File: src/design/assert_macros.svh
// ---------------------------------------------------------------------------
// assert_macros.svh
// Assertion macros shared by the key/value table modules.
// ---------------------------------------------------------------------------
`ifndef ASSERT_MACROS_SVH
`define ASSERT_MACROS_SVH

`ifndef SYNTH

// The property must hold at every rising edge while out of reset.
`define ASSERT_CLK(lbl, clk, rst_n, prop, msg) \
    lbl: assert property (@(posedge clk) disable iff (!rst_n) (prop)) else $error(msg);

// The expression must never be true while out of reset.
`define ASSERT_NEVER(lbl, clk, rst_n, expr, msg) \
    lbl: assert property (@(posedge clk) disable iff (!rst_n) !(expr)) else $error(msg);

`else

`define ASSERT_CLK(lbl, clk, rst_n, prop, msg)
`define ASSERT_NEVER(lbl, clk, rst_n, expr, msg)

`endif

`endif

File: src/design/ikvt_pkg.sv
// ---------------------------------------------------------------------------
// ikvt_pkg
// Types and constants shared by the key/value table controller and datapath.
// ---------------------------------------------------------------------------
`default_nettype none

package ikvt_pkg;

    localparam int CMD_W  = 2;
    localparam int KEY_W  = 31;
    localparam int DATA_W = 32;
    localparam int STAT_W = 2;

    // Request opcodes.
    localparam logic [CMD_W-1:0] CMD_SET   = 2'd0;
    localparam logic [CMD_W-1:0] CMD_GET   = 2'd1;
    localparam logic [CMD_W-1:0] CMD_DEL   = 2'd2;
    localparam logic [CMD_W-1:0] CMD_EXIST = 2'd3;

    // Result status codes.
    localparam logic [STAT_W-1:0] ST_OK     = 2'd0;
    localparam logic [STAT_W-1:0] ST_BADKEY = 2'd1;
    localparam logic [STAT_W-1:0] ST_FULL   = 2'd2;

    // One table slot as held in the slot memory.
    typedef struct packed {
        logic              valid;
        logic [KEY_W-1:0]  key;
        logic [DATA_W-1:0] value;
    } t_slot;

    // Commands from the controller to the datapath.
    typedef struct packed {
        logic clear;   // write an empty slot at the sweep address
        logic load;    // capture a new request
        logic scan;    // step the slot search
        logic finish;  // update the table and register the result
    } t_dp_cmd;

    // Status from the datapath to the controller.
    typedef struct packed {
        logic clear_last; // the sweep is at the last slot
        logic scan_done;  // a match was found or the last slot was checked
        logic key_neg;    // the offered request has a negative key
    } t_dp_stat;

endpackage

`default_nettype wire

File: src/design/ikvt_ctrl.sv
// ---------------------------------------------------------------------------
// ikvt_ctrl
// Sequencer for the clearing sweep, the slot search and the table update.
// ---------------------------------------------------------------------------
`default_nettype none

`include "assert_macros.svh"

module ikvt_ctrl (
    input  logic               i_clk,
    input  logic               i_rst_n,
    input  logic               start,
    output logic               busy,
    output ikvt_pkg::t_dp_cmd  o_ctl,
    input  ikvt_pkg::t_dp_stat i_stat
);

    import ikvt_pkg::*;

    typedef enum logic [3:0] {
        S_CLEAR  = 4'b0001,
        S_IDLE   = 4'b0010,
        S_SCAN   = 4'b0100,
        S_FINISH = 4'b1000
    } t_state;

    t_state r_state;
    t_state n_state;

    always_comb begin
        n_state = r_state;
        o_ctl   = '0;
        case (r_state)
            S_CLEAR: begin
                o_ctl.clear = 1'b1;
                if (i_stat.clear_last) begin
                    n_state = S_IDLE;
                end
            end
            S_IDLE: begin
                if (start) begin
                    o_ctl.load = 1'b1;
                    n_state    = i_stat.key_neg ? S_FINISH : S_SCAN;
                end
            end
            S_SCAN: begin
                o_ctl.scan = 1'b1;
                if (i_stat.scan_done) begin
                    n_state = S_FINISH;
                end
            end
            S_FINISH: begin
                o_ctl.finish = 1'b1;
                n_state      = S_IDLE;
            end
            default: begin
                n_state = S_IDLE;
            end
        endcase
    end

    always_ff @(posedge i_clk) begin
        if (!i_rst_n) begin
            r_state <= S_CLEAR;
        end else begin
            r_state <= n_state;
        end
    end

    assign busy = (r_state != S_IDLE);

    `ASSERT_CLK(a_accept_sets_busy, i_clk, i_rst_n, (start && !busy) |=> busy, "accepted request did not make the block busy")
    `ASSERT_CLK(a_busy_rise_on_start, i_clk, i_rst_n, $rose(busy) |-> $past(start), "busy rose without a request")
    `ASSERT_CLK(a_scan_holds, i_clk, i_rst_n, ((r_state == S_SCAN) && !i_stat.scan_done) |=> (r_state == S_SCAN), "search left before it was done")

endmodule

`default_nettype wire

File: config.mk
export PLATFORM = sky130hd
export DESIGN_NAME = ikvt_ctrl
export DESIGN_NICKNAME = d
export VERILOG_FILES = /design/src/design/ikvt_pkg.sv /design/src/design/ikvt_ctrl.sv
export VERILOG_INCLUDE_DIRS = /design/src /design/src/design
export SDC_FILE = /design/constraint.sdc
export NUM_CORES = 1
export LEC_CHECK = 0
export BUFFER_PORTS_ARGS = -buffer_cell sky130_fd_sc_hd__buf_2
export CAP_MARGIN = 40
export CORE_AREA = 2 2 39 41
export CTS_CLUSTER_SIZE = 16
export DETAILED_ROUTE_END_ITERATION = 6
export DIE_AREA = 0 0 41 43
export PLACE_DENSITY = 0.45
export SYNTH_ARGS = -nofsm -noshare
export SYNTH_HDL_FRONTEND = slang
export SYNTH_SLANG_ARGS = --single-unit
File: constraint.sdc
create_clock -name i_clk -period 3.21 [get_ports i_clk]
set_clock_uncertainty 0.2 [all_clocks]
set_input_delay 0.642 -clock i_clk [delete_from_list [all_inputs] [get_ports i_clk]]
set_output_delay 0.642 -clock i_clk [all_outputs]
set_load 0.1 [all_outputs]
Word-level counts from Yosys, hierarchy flattened
Index checks and enable logic that the tools add are counted.
{ "word_totals": {"reg_bits": 4, "input_bits": 6, "out_inout_bits": 5, "elab_cells": 20} }
{ "classes": {"eq_ne": 8, "mux": 10, "reduce_logical": 1} }
{ "op_table": {"columns": ["op", "n"], "rows": [
  ["4-bit two-way mux", 4],
  ["4-bit case mux with 3 select lines", 1],
  ["2-bit != test (second input constant)", 3],
  ["1-bit two-way mux", 5],
  ["4-bit by 1-bit == test with 1-bit output (second input constant)", 1],
  ["4-bit by 2-bit == test with 1-bit output (second input constant)", 1],
  ["4-bit by 3-bit == test with 1-bit output (second input constant)", 1],
  ["4-bit == test (second input constant)", 1],
  ["4-bit by 2-bit != test with 1-bit output (second input constant)", 1],
  ["3-bit AND reduction", 1]
]} }

Longest topological paths before layout
{ "depth": {"word_depth": 3, "mapped_depth": 4, "mapped_depth_nobuf": 4} }

Worst setup path after synthesis
OpenSTA, ideal clock, no wires.
{ "synth_timing": {"kind": "reg2out", "start": "register r_state[3]", "end": "output o_ctl[0] (netlist bit)", "t_arrival_ns": 3.532, "required_ns": 2.368, "slack_ns": -1.164, "stages_incl_launch_ff": 2, "n_path_buf": 0, "path_cell_list": "dfxtp_1 > nor4b_1"} }
{ "synth_lines": {"columns": ["element", "line_no", "text"], "rows": [
  ["from (decl)", "ikvt_ctrl.sv:27", "t_state r_state;"],
  ["from (signal assigned)", "ikvt_ctrl.sv:66", "r_state <= n_state;"],
  ["to (decl)", "ikvt_ctrl.sv:14", "output ikvt_pkg::t_dp_cmd o_ctl,"]
]} }

==> metrics.md <==
| Metric | Value |
|---|---|
| Status | `finished clean` |
| CTS resizes | `0` |
| Starting Density | `16.2%` |
| Vias per cell | `4.15` |
| H-tree levels | `1` |
| FILL cells | `158` |
| Total track usage | `6.92%` |
| Vias | `220` |
| Xor/xnor share of the synthesized area | `0%` |
| Aggregate routed wire length | `504 um` |
| Count of cell types in the netlist | `16` |
| Yosys reg bits | `4` |
| Gr busiest metal | `met1` |
| Post-synthesis compound-gate area fraction | `12.3%` |
| CP required | `2.37 ns` |
| Critical Path Fanout Max | `6` |
| Layout cells sized above 1 | `51.4%` |
| Met3 track demand over resource | `6.28%` |
| Hpwl dp | `411 um` |
| Synth top cells by count | `dfxtp_1, nand2_1, nor4b_2` |
| EDFF count, synth | `0` |
| Worst-path cell chain | `nor4b_2 -> and2_2 -> buf_2` |
| Largest regs | `r_state x4` |
| Max VDD drop | `0.164 mV` |
| FF+latch area | `80.1 um2` |
| Grt met2 use | `7.19%` |
| Post-synthesis mux area share | `0%` |
| Multi-input logic area | `143 um2` |
| Gpl congestion | `0.593` |
| Pins Over Slew Limit | `0` |
| P_sw | `55.5 uW` |
| Antenna-violating nets left | `0` |
| Drt first pass iters | `2` |
| Worst path max stage delay | `0.45 ns` |
| Clock transition at path regs | `0.03 ns` |
| Synth Area in Adders | `0%` |
| Post-layout minimum cycle time | `2.56 ns` |
| Mapped Area | `224 um2` |
| Synth area leader | `dfxtp_1` |
| Maximum capacitance violations | `0` |
| Antenna violations before repair | `0` |
| Clock power share | `37.3%` |
| Slew @ Worst Pin | `0.486 ns` |
| Area contributors post-synth | `dfxtp_1, nor4b_2, nand2_1` |
| CP Launch Type | `flop` |
| Slowest CP cell | `dfxtp_1` |
| Simple-gate area share of the yosys netlist | `48.6%` |
| Cts hold-fix bufs | `0` |
| Port bufs | `10` |
| Crit path DAT | `1.71 ns` |
| Antenna diode count | `0` |
| Clock sink count | `4` |
| Share of the synthesized area in the top cell type | `35.8%` |
| Pwr Density | `500 nW/um2` |
| Combinational power share | `26.8%` |
| Setup repair bufs after CTS | `0` |
| Hold crit path type | `input pin to flop` |
| Global-route wire length before repair | `800 um` |
| Syn_nets | `30` |
| Routed len/inst | `9.51 um` |
| Static leakage | `0.000137 uW` |
| Biggest register | `r_state` |
| Fmax | `391 MHz` |
| Die Width | `41 um` |
| Slew headroom | `67.8%` |
| Syn-to-layout area delta | `44.1%` |
| Internal cell power | `106 uW` |
| DRC | `0` |
| Worst setup EP type | `output pin` |
| CP bufs+invs | `1` |
| CTS Root Cell | `clkbuf_4` |
| Iter 0 DRT Violations | `4` |
| Largest register FFs | `4` |
| RSZ-0062 raised after global routing | `false` |
| Yosys warnings | `0` |
| DIE HEIGHT | `43 um` |
| CORE AREA | `1380 um2` |
| Total Power | `162 uW` |
| CTS Buf Count | `3` |
| Sequential-to-total area share from yosys stat | `35.8%` |
| Ys flop type | `dfxtp_1` |
| WS Path Type | `flop to output pin` |
| Largest family of logic cells by synthesized area | `simple AND/OR/NAND/NOR gates` |
| CTS tree | `done` |
| Fin crit share | `79.6%` |
| Ys async rst share | `0%` |
| Cells after Synth | `24` |
| Number of placement rows | `14` |
| GRT overflow | `0` |
| Setup total negative slack | `0 ns` |
| Final setup fails | `0` |
| IO Pins | `11` |
| Bufs on Longest Clock Path | `2` |
| Sequential power share | `35.9%` |
| Final hold viol count | `0` |
| Largest net degree at the start of global routing | `7` |
| Vias in the first global route | `188` |
| Post-layout net count | `45` |
| Mean Syn Cell Area | `9.33 um2` |
| DIE AREA | `1760 um2` |
| GR Util met1 | `9.94%` |
| Switching part of the total | `34.3%` |
| Clk_lat worst skew | `0.23 ns` |
| Top Family by Delay on Critical Path | `simple AND/OR/NAND/NOR gates` |
| Most numerous cell in the Yosys netlist | `dfxtp_1` |
-- final cells by class --
class | instances | area share [%]
well taps | 16 | 6.20
inverters | 2 | 2.33
flip-flops and latches | 4 | 24.8
clock buffers | 3 | 6.98
multi-input cells | 18 | 44.2
repair buffers | 10 | 15.5
-- through the flow --
| step | instance area [um2] | utilization [%] | setup slack, ns | hold WS [ns] | std cells |
|---|---|---|---|---|---|
| after floorplan | 230 | - | 0.165 | 0.373 | 24 |
| after global placement | 300 | 21.7 | 0.888 | 0.408 | 50 |
| after detailed placement | 300 | 21.7 | 0.901 | 0.416 | 50 |
| after CTS | 323 | 23.3 | 0.655 | 0.411 | 53 |
| after global routing | 323 | 23.3 | 0.534 | 0.428 | 53 |
| final | 323 | 23.3 | 0.655 | 0.415 | 53 |
-- power groups by stage --
stage	Sequential, uW	Combinational (uW)	Clock [uW]
2_1_floorplan	57.7	35.3	0
3_3_place_gp	58.7	43.8	0
3_5_place_dp	58.6	43.6	0
4_1_cts	57.8	43.7	63.1
5_1_grt	58.4	46.3	67.2
6_report	58.0	43.3	60.2
-- per-layer routing --
layer / vias to the layer above / wire length (um)
met2: 10 / 172
met4: 0 / 0
met1: 96 / 260
li1: 114 / -
met3: 0 / 71
met5: - / 0
-- worst paths after layout --
kind	start	slack, ns	depth (start not counted)	endpoint
max	r_state[1]	0.65	3	o_ctl[2]
min reg2reg	r_state[3]	0.42	2	r_state[3]
min	i_rst_n	0.42	2	r_state[0]
max reg2reg	r_state[1]	1.76	3	r_state[1]
-- cells by family after synthesis --
logic type	count (synthesis)
flops	4
simple gates	14
compound gates	4
buf+inv	2
-- cells in the final DEF (no fill, tap or decap) --
cell type,netlist,final
a211oi_1,1,1
a21boi_1,1,1
and2_2,1,1
and3_1,1,1
buf_2,0,10
clkbuf_4,0,3
dfxtp_1,4,4
inv_1,1,1
inv_2,1,1
nand2_1,3,3
nand2b_1,1,1
nand3b_1,1,1
nand4b_1,1,1
nor2_1,2,2
nor4b_2,3,4
o21a_1,1,1
o21ai_0,1,1
(Power assumes the default switching activity.)
