$ cat src/design/assert_macros.svh
// ---------------------------------------------------------------------------
// assert_macros.svh
// Assertion macros shared by the key/value table modules.
// ---------------------------------------------------------------------------
`ifndef ASSERT_MACROS_SVH
`define ASSERT_MACROS_SVH

`ifndef SYNTH

// The property must hold at every rising edge while out of reset.
`define ASSERT_CLK(lbl, clk, rst_n, prop, msg) \
    lbl: assert property (@(posedge clk) disable iff (!rst_n) (prop)) else $error(msg);

// The expression must never be true while out of reset.
`define ASSERT_NEVER(lbl, clk, rst_n, expr, msg) \
    lbl: assert property (@(posedge clk) disable iff (!rst_n) !(expr)) else $error(msg);

`else

`define ASSERT_CLK(lbl, clk, rst_n, prop, msg)
`define ASSERT_NEVER(lbl, clk, rst_n, expr, msg)

`endif

`endif

$ cat src/design/ikvt_pkg.sv
// ---------------------------------------------------------------------------
// ikvt_pkg
// Types and constants shared by the key/value table controller and datapath.
// ---------------------------------------------------------------------------
`default_nettype none

package ikvt_pkg;

    localparam int CMD_W  = 2;
    localparam int KEY_W  = 31;
    localparam int DATA_W = 32;
    localparam int STAT_W = 2;

    // Request opcodes.
    localparam logic [CMD_W-1:0] CMD_SET   = 2'd0;
    localparam logic [CMD_W-1:0] CMD_GET   = 2'd1;
    localparam logic [CMD_W-1:0] CMD_DEL   = 2'd2;
    localparam logic [CMD_W-1:0] CMD_EXIST = 2'd3;

    // Result status codes.
    localparam logic [STAT_W-1:0] ST_OK     = 2'd0;
    localparam logic [STAT_W-1:0] ST_BADKEY = 2'd1;
    localparam logic [STAT_W-1:0] ST_FULL   = 2'd2;

    // One table slot as held in the slot memory.
    typedef struct packed {
        logic              valid;
        logic [KEY_W-1:0]  key;
        logic [DATA_W-1:0] value;
    } t_slot;

    // Commands from the controller to the datapath.
    typedef struct packed {
        logic clear;   // write an empty slot at the sweep address
        logic load;    // capture a new request
        logic scan;    // step the slot search
        logic finish;  // update the table and register the result
    } t_dp_cmd;

    // Status from the datapath to the controller.
    typedef struct packed {
        logic clear_last; // the sweep is at the last slot
        logic scan_done;  // a match was found or the last slot was checked
        logic key_neg;    // the offered request has a negative key
    } t_dp_stat;

endpackage

`default_nettype wire

$ cat src/design/ikvt_dp.sv
// ---------------------------------------------------------------------------
// ikvt_dp
// Slot memory, address sweep, key compare and result registers.
// ---------------------------------------------------------------------------
`default_nettype none

`include "assert_macros.svh"

module ikvt_dp #(
    parameter int TABLE_DEPTH = 64
) (
    input  logic                                  i_clk,
    input  logic                                  i_rst_n,
    input  ikvt_pkg::t_dp_cmd                     i_ctl,
    output ikvt_pkg::t_dp_stat                    o_stat,
    input  logic        [ikvt_pkg::CMD_W-1:0]     i_cmd,
    input  logic signed [ikvt_pkg::DATA_W-1:0]    i_key,
    input  logic signed [ikvt_pkg::DATA_W-1:0]    i_value,
    output logic signed [ikvt_pkg::DATA_W-1:0]    o_read_value,
    output logic                                  o_found,
    output logic        [ikvt_pkg::STAT_W-1:0]    o_status,
    output logic                                  o_done
);

    import ikvt_pkg::*;

    localparam int AW = (TABLE_DEPTH > 1) ? $clog2(TABLE_DEPTH) : 1;
    localparam logic [AW-1:0] LAST = AW'(TABLE_DEPTH - 1);

    t_slot mem [TABLE_DEPTH];

    // Request registers.
    logic [CMD_W-1:0]  r_cmd;
    logic [KEY_W-1:0]  r_key;
    logic [DATA_W-1:0] r_val;
    logic              r_bad;

    // Search pipeline.
    logic [AW-1:0] r_addr;
    logic          r_issue_last;
    logic          r_chk_en;
    logic [AW-1:0] r_chk_idx;
    t_slot         r_rdata;

    // Search results.
    logic              r_hit;
    logic [AW-1:0]     r_hit_idx;
    logic [DATA_W-1:0] r_hit_val;
    logic              r_free_ok;
    logic [AW-1:0]     r_free_idx;

    // Result registers.
    logic [DATA_W-1:0] r_rd_out;
    logic              r_found;
    logic [STAT_W-1:0] r_status;
    logic              r_done;

    logic          issue;
    logic          check;
    logic          match;
    logic          we;
    logic [AW-1:0] waddr;
    t_slot         wdata;
    logic [STAT_W-1:0] n_status;
    logic [DATA_W-1:0] n_rd_out;

    assign issue = i_ctl.scan && !r_issue_last;
    assign check = i_ctl.scan && r_chk_en;
    assign match = r_rdata.valid && (r_rdata.key == r_key);

    assign o_stat.clear_last = (r_addr == LAST);
    assign o_stat.scan_done  = check && (match || (r_chk_idx == LAST));
    assign o_stat.key_neg    = i_key[DATA_W-1];

    // Table update and result of the finishing step.
    always_comb begin
        we       = 1'b0;
        waddr    = r_addr;
        wdata    = '0;
        n_status = ST_OK;
        n_rd_out = '0;
        if (i_ctl.clear) begin
            we = 1'b1;
        end else if (i_ctl.finish) begin
            if (r_bad) begin
                n_status = ST_BADKEY;
            end else if (r_cmd == CMD_SET) begin
                wdata = '{valid: 1'b1, key: r_key, value: r_val};
                if (r_hit) begin
                    we    = 1'b1;
                    waddr = r_hit_idx;
                end else if (r_free_ok) begin
                    we    = 1'b1;
                    waddr = r_free_idx;
                end else begin
                    n_status = ST_FULL;
                end
            end else if (r_cmd == CMD_GET) begin
                if (r_hit) begin
                    n_rd_out = r_hit_val;
                end
            end else if (r_cmd == CMD_DEL) begin
                if (r_hit) begin
                    we    = 1'b1;
                    waddr = r_hit_idx;
                end
            end
        end
    end

    always_ff @(posedge i_clk) begin
        if (we) begin
            mem[waddr] <= wdata;
        end
        if (issue) begin
            r_rdata <= mem[r_addr];
        end
    end

    // Control registers.
    always_ff @(posedge i_clk) begin
        if (!i_rst_n) begin
            r_addr       <= '0;
            r_issue_last <= 1'b0;
            r_chk_en     <= 1'b0;
            r_hit        <= 1'b0;
            r_free_ok    <= 1'b0;
            r_done       <= 1'b0;
        end else begin
            r_done <= i_ctl.finish;
            if (i_ctl.load) begin
                r_addr       <= '0;
                r_issue_last <= 1'b0;
                r_chk_en     <= 1'b0;
                r_hit        <= 1'b0;
                r_free_ok    <= 1'b0;
            end else begin
                if (i_ctl.clear || (issue && (r_addr != LAST))) begin
                    r_addr <= r_addr + AW'(1);
                end
                if (issue && (r_addr == LAST)) begin
                    r_issue_last <= 1'b1;
                end
                r_chk_en <= issue;
                if (check && match) begin
                    r_hit <= 1'b1;
                end
                if (check && !r_rdata.valid && !r_free_ok) begin
                    r_free_ok <= 1'b1;
                end
            end
        end
    end

    // Payload registers.
    always_ff @(posedge i_clk) begin
        if (i_ctl.load) begin
            r_cmd <= i_cmd;
            r_key <= i_key[KEY_W-1:0];
            r_val <= i_value;
            r_bad <= i_key[DATA_W-1];
        end
        if (issue) begin
            r_chk_idx <= r_addr;
        end
        if (check && match) begin
            r_hit_idx <= r_chk_idx;
            r_hit_val <= r_rdata.value;
        end
        if (check && !r_rdata.valid && !r_free_ok) begin
            r_free_idx <= r_chk_idx;
        end
        if (i_ctl.finish) begin
            r_rd_out <= n_rd_out;
            r_found  <= r_hit;
            r_status <= n_status;
        end
    end

    assign o_read_value = r_rd_out;
    assign o_found      = r_found;
    assign o_status     = r_status;
    assign o_done       = r_done;

    `ASSERT_CLK(a_done_follows_finish, i_clk, i_rst_n, i_ctl.finish |=> r_done, "result strobe missing after finish")
    `ASSERT_CLK(a_full_only_on_set, i_clk, i_rst_n, (r_done && (r_status == ST_FULL)) |-> ((r_cmd == CMD_SET) && !r_found), "table full reported for a request other than a new set")
    `ASSERT_NEVER(a_no_write_bad_key, i_clk, i_rst_n, we && !i_ctl.clear && r_bad, "table written by a request with a negative key")

endmodule

`default_nettype wire

$ cat config.mk
export PLATFORM = sky130hd
export DESIGN_NAME = ikvt_dp
export DESIGN_NICKNAME = d
export VERILOG_FILES = /design/src/design/ikvt_pkg.sv /design/src/design/ikvt_dp.sv
export VERILOG_INCLUDE_DIRS = /design/src /design/src/design
export SDC_FILE = /design/constraint.sdc
export NUM_CORES = 2
export LEC_CHECK = 0
export BUFFER_PORTS_ARGS = -buffer_cell sky130_fd_sc_hd__buf_2
export CAP_MARGIN = 20
export CORE_ASPECT_RATIO = 1.25
export CORE_MARGIN = 5
export CORE_UTILIZATION = 25
export CTS_CLUSTER_SIZE = 10
export DETAILED_ROUTE_END_ITERATION = 10
export SYNTH_ARGS = -nofsm -noshare
export SYNTH_HDL_FRONTEND = slang
export SYNTH_SLANG_ARGS = --single-unit
export TNS_END_PERCENT = 1
$ cat constraint.sdc
create_clock -name i_clk -period 8.5 [get_ports i_clk]
set_input_delay 0 -clock i_clk [delete_from_list [all_inputs] [get_ports i_clk]]
set_output_delay 0 -clock i_clk [all_outputs]
set_load 0.02 [all_outputs]
* Word-level counts from Yosys, hierarchy flattened
Memory sizes are Yosys's and may differ from the RTL's. A register that Yosys moved wholly into a read port is not among the register bits.
Cells that the tools add are included.
** Storage, ports and cells
- Register bits after elaboration :: 162
- Latch bits :: 0
- Bits in writable memories :: 4096
- Memory bits (read-only) :: 0
- Input bits :: 72
- Output and inout bits :: 39
- Logic and storage cells :: 76
- Memories kept :: 1
** Cells by class
- Add/subtract/negate cells :: 1
- $mul :: 0
- Div/mod/pow operators :: 0
- Magnitude comparators :: 0
- Equal/unequal tests :: 6
- Shift-type cells :: 0
- Multiplexer cells :: 28
- Bitwise operators :: 4
- Reductions and logical operators :: 18
** Memory list
- mem :: depth 64, width 64, rd ports 1, clocked after Yosys merged registers in 1, wr ports 1, RTL line ikvt_dp.sv:30 : t_slot mem [TABLE_DEPTH];
** Operators with widths (count)
- $mux W64 :: 4
- $mux W6 :: 9
- $eq A31 B31 Y1 :: 1
- $mux W1 :: 14
- $eq A6 B6 Y1 const B :: 2
- $logic_and A1 B1 Y1 :: 9
- $add A6 B1 Y6 const B :: 1
- $ne A6 B6 Y1 const B :: 1
- $reduce_or A5 Y1 :: 1
- $not A1 Y1 :: 4
- $reduce_or A4 Y1 :: 1
- $logic_not A1 Y1 :: 3
- $eq A2 B1 Y1 const B :: 1
- $eq A2 B2 Y1 const B :: 1
- $logic_not A2 Y1 :: 1
- $logic_or A1 B1 Y1 :: 2
- $mux W2 :: 1
- $reduce_or A2 Y1 :: 1

* Logic depth before layout (Yosys ltp)
- Word-level depth :: 9
- Gate-level depth with buffers :: 11
- Mapped depth without buffers :: 5

* Worst setup path before layout
Ideal clock, no wire load.
- Path kind :: reg2reg
- Start :: reg r_cmd[0]
- End :: mem mem[48][0] (netlist name) (enable)
- Arrival time :: 7275 ps
- Path slack :: 661 ps
- Stages on the path, launching flop included :: 8
- Clock period less this slack :: 7839 ps
- Path through :: edfxtp_1 -> nor3b_2 -> and2_1 -> clkbuf_1 -> a221oi_1 -> or3_1 -> clkbuf_1 -> nor3_1
** Between the ends
- Word-level cells in the longest chain between the ends :: 9
- Elaborated cells on any way between the ends :: 17
- Classes of those cells :: eq/ne: 2; mux: 14; reduce/logical: 1
** Ends and longest elaborated chain
- from (decl) :: RTL line ikvt_dp.sv:33 : logic [CMD_W-1:0] r_cmd;
- from (signal assigned) :: RTL line ikvt_dp.sv:158 : r_cmd <= i_cmd;
- $eq A2 B2 Y1 :: RTL line ikvt_dp.sv:102 : end else if (r_cmd == CMD_DEL) begin
- $mux W1 :: RTL line ikvt_dp.sv:102
- $mux W1 :: RTL line ikvt_dp.sv:98 : end else if (r_cmd == CMD_GET) begin
- $mux W1 :: RTL line ikvt_dp.sv:87 : end else if (r_cmd == CMD_SET) begin
- $mux W1 :: RTL line ikvt_dp.sv:85 : if (r_bad) begin
- $mux W1 :: RTL line ikvt_dp.sv:84 : end else if (i_ctl.finish) begin
- $mux W1 :: RTL line ikvt_dp.sv:82 : if (i_ctl.clear) begin
- $mux W1 :: RTL line ikvt_dp.sv:112 : if (we) begin
- $mux W1 (not written as such) :: RTL line ikvt_dp.sv:113 : mem[waddr] <= wdata;
- to (decl) :: RTL line ikvt_dp.sv:30
Several ways; a longest one is shown, not always the timed one.

* Final worst setup path
- Start :: reg r_cmd[0]
- End :: mem mem[47][16] (netlist name) (enable)
Same word-level chain as after synthesis.

==> reports/results.txt <==
Run status: finished, final reports clean
Clock Power Share: 0.418
First-pass GRT wire length: 652,000 um
Syn Inst Count: 6,948
GRT Overall Usage: 0.136
Post-CTS setup repair buffer count: 0
HP Class: in2reg
Synth top area cells: edfxtp_1 79%, mux4_2 15%, mux2i_1 1.6%
Syn_nets: 7,021
CP Capture Type: flip-flop
Met1 Resource Use GR: 0.173
Largest net degree at the start of global routing: 135
Core area: 657,000 sq um
Max Cap Viol: 0
Combinational power share: 0.027
Worst-path maximum fanout: 68
Synth Area per Inst: 23.7 sq um
Required @ worst endpoint: 9.03 ns
Most common cell after layout, fill and taps aside: edfxtp_1
GR peak layer: met2
Vias in the first global route: 80,400
Post_cts resized: 0
Via density: 4.80
Worst-skew pair later-pin latency: 0.98 ns
Share of the synthesized area in the top cell type: 0.786
Die area: 675,000 sq um
Fin nets: 7,635
Worst Tran Pin Value: 1.19 ns
Tcrit/Tclk final: 0.646
Cell Area, Synth: 165,000 sq um
Clock Root Buffer: clkbuf_16
Psw: 8.39 mW
Area Growth Syn to Fin: 15.9%
Sw frac: 0.199
Clock period minus worst slack: 5.49 ns
H-tree depth reported by CTS: 5
Async SR Flop Fraction: 0
CTS tree: yes
Gpl congestion: 0.828
Post-Route Utilization: 0.290
CP Class: reg2reg
Wire per inst: 28.8 um
Int Pwr: 33.7 mW
GRT overflow: 0
Delay of the slowest critical-path stage: 1.12 ns
Met2 usage: 0.230
Fmax: 182 MHz
Via count: 78,400
Fin. max-slew vios: 0
Cell mode on critical path: buf_4
Most frequent cells in the layout: 4,311 x edfxtp_1, 1,079 x mux4_2, 484 x clkbuf_16, 262 x mux2i_1, 247 x buf_4
Worst vdd ir: 0.186 mV
Relative slew slack: 0.208
DRC: 0
CTS Buffer Depth: 4
Initial antenna violation count: 55
Ys Warns: 0
Critical path cell sequence: nor3b_4 > buf_4 > and2_2 > buf_4 > a221o_1 > nand4_1 > nor2_4 > buf_4
#FFs+latches synth: 4,322
Post-route setup TNS: 0 ns
Seq/Total Area, Yosys: 0.788
Distinct cells, synth: 61
GRT met3 Usage: 0.0212
Drt total wl: 471,000 um
Clk slew on worst S/H paths: 0.05 ns
Initial Util: 0.251
Die Wd: 736 um
Port bufs: 110
Lkg Pwr: 49.5 nW
Total CTS buffers: 475
Core Rows: 333
Layout cells sized above 1: 0.283
Final Hold Viols: 0
DR iter-0 viols: 10,300
Ports: 111
Cell taking the most area after synthesis: edfxtp_1
Final setup fails: 0
DP Wirelength: 272,000 um
CTS Sinks: 4,322
RSZ-0062 raised after global routing: false
CP max stage cell: nor2_4
Seq pwr share: 0.556
FILL cells: 62,900
Arrival @ worst endpoint: 6.03 ns
Setup Skew: 0.0886 ns
Number of synthesized flops with an enable pin: 4,311
Power Density: 221 nW/um^2
Top_reg_cell synth: edfxtp_1
Final ANT Viol Nets: 0
Die height: 917 um
Pre-antenna DRT Iters: 8
Startpoint types: flip-flop
## flip-flops by register name, summed over array words and instances, names as in the netlist, 31 cells and up
| signal | flops |
|---|---|
| r_key | 31 |
| r_hit_val | 32 |
| r_val | 32 |
| mem | 4096 |
| r_rdata | 64 |
| o_read_value | 32 |
## metal layers
layer / vias up / wire length [um]
met5: - / 76
met1: 42800 / 179000
met3: 773 / 37100
met2: 4085 / 234000
met4: 14 / 21500
li1: 30800 / -
## cell usage after synthesis (36+ instances only)
| master | count |
|---|---|
| nor3_1 | 40 |
| buf_4 | 62 |
| buf_2 | 109 |
| and3_1 | 72 |
| mux2i_1 | 262 |
| nor2_1 | 108 |
| nor2b_1 | 44 |
| a221oi_1 | 56 |
| a221o_1 | 36 |
| mux4_2 | 1079 |
| edfxtp_1 | 4311 |
| o21ai_1 | 42 |
| and2_1 | 38 |
| mux2_2 | 58 |
| clkbuf_1 | 158 |
| a21oi_1 | 44 |
| nand2_1 | 63 |
## path summary, 6_finish.rpt
check | from | end | slack [ns] | depth (start not counted)
max | r_cmd[0] | mem[47][16] | 3.01 | 8
min | i_ctl[1] | r_chk_en | 0.18 | 4
max reg2reg | r_cmd[0] | mem[47][16] | 3.01 | 8
min reg2reg | r_rdata[31] | r_hit_val[31] | 0.42 | 0
## cell type report
| cell class | count | area, sq um | area share |
|---|---|---|---|
| antenna | 17 | 42.5 | 0.000223 |
| clock buffer | 501 | 12200 | 0.0638 |
| multi-input combinational | 2233 | 33400 | 0.175 |
| timing repair buffer | 525 | 4350 | 0.0228 |
| clock inverter | 19 | 265 | 0.00139 |
| inverter | 5 | 31.3 | 0.000164 |
| sequential | 4322 | 130000 | 0.680 |
| tap | 8710 | 10900 | 0.0571 |
## repair_timing
action / CTS / global route
hold buffers: 142 / 0
endpoints found under the hold margin: 186 / 0
setup endpoints to repair: 0 / 0
## worst max-delay path: cells and delay by family (launching register included)
kind	cells	cell delay, ns
flip-flops	1	0.47
AO/OA/AOI/OAI	1	0.34
AND/OR/NAND/NOR	4	2.43
buffers and inverters	3	1.72
## power by group through the flow
stage	Clock, mW	Sequential [mW]	Combinational [mW]
floorplan	0	23.8	0.715
global route	18.7	23.4	1.19
global placement	0	23.8	1.07
CTS	17.9	23.4	1.14
detailed placement	0	23.8	1.08
finish	17.6	23.4	1.12
## cell families (layout without fill, tap and decap cells)
logic type,Yosys count,in the layout,share of synthesized area
flip-flops,4322,4322,0.788
multiplexers,1399,1399,0.168
AND/OR/NAND/NOR,420,420,0.0131
buffers and inverters,393,1050,0.0128
AO/OA/AOI/OAI,378,378,0.0168
XOR/XNOR,35,35,0.00186
adder cells (fa/ha/maj),1,1,0.0000760
other,0,17,0
## through the flow
stage | cells | cell area, sq um | total power, mW | hold WS, ns | setup WS (ns)
3_3_place_gp | 15600 | 177000 | 24.9 | 0.176 | 2.96
2_1_floorplan | 6948 | 165000 | 24.5 | 0.0989 | 0.661
3_5_place_dp | 15600 | 177000 | 24.9 | 0.178 | 3.01
6_report | 16300 | 191000 | 42.1 | 0.179 | 3.01
5_1_grt | 16300 | 191000 | 43.3 | 0.207 | 2.87
4_1_cts | 16300 | 191000 | 42.4 | 0.101 | 2.94
Note: power is estimated with default switching activity, not from simulation.
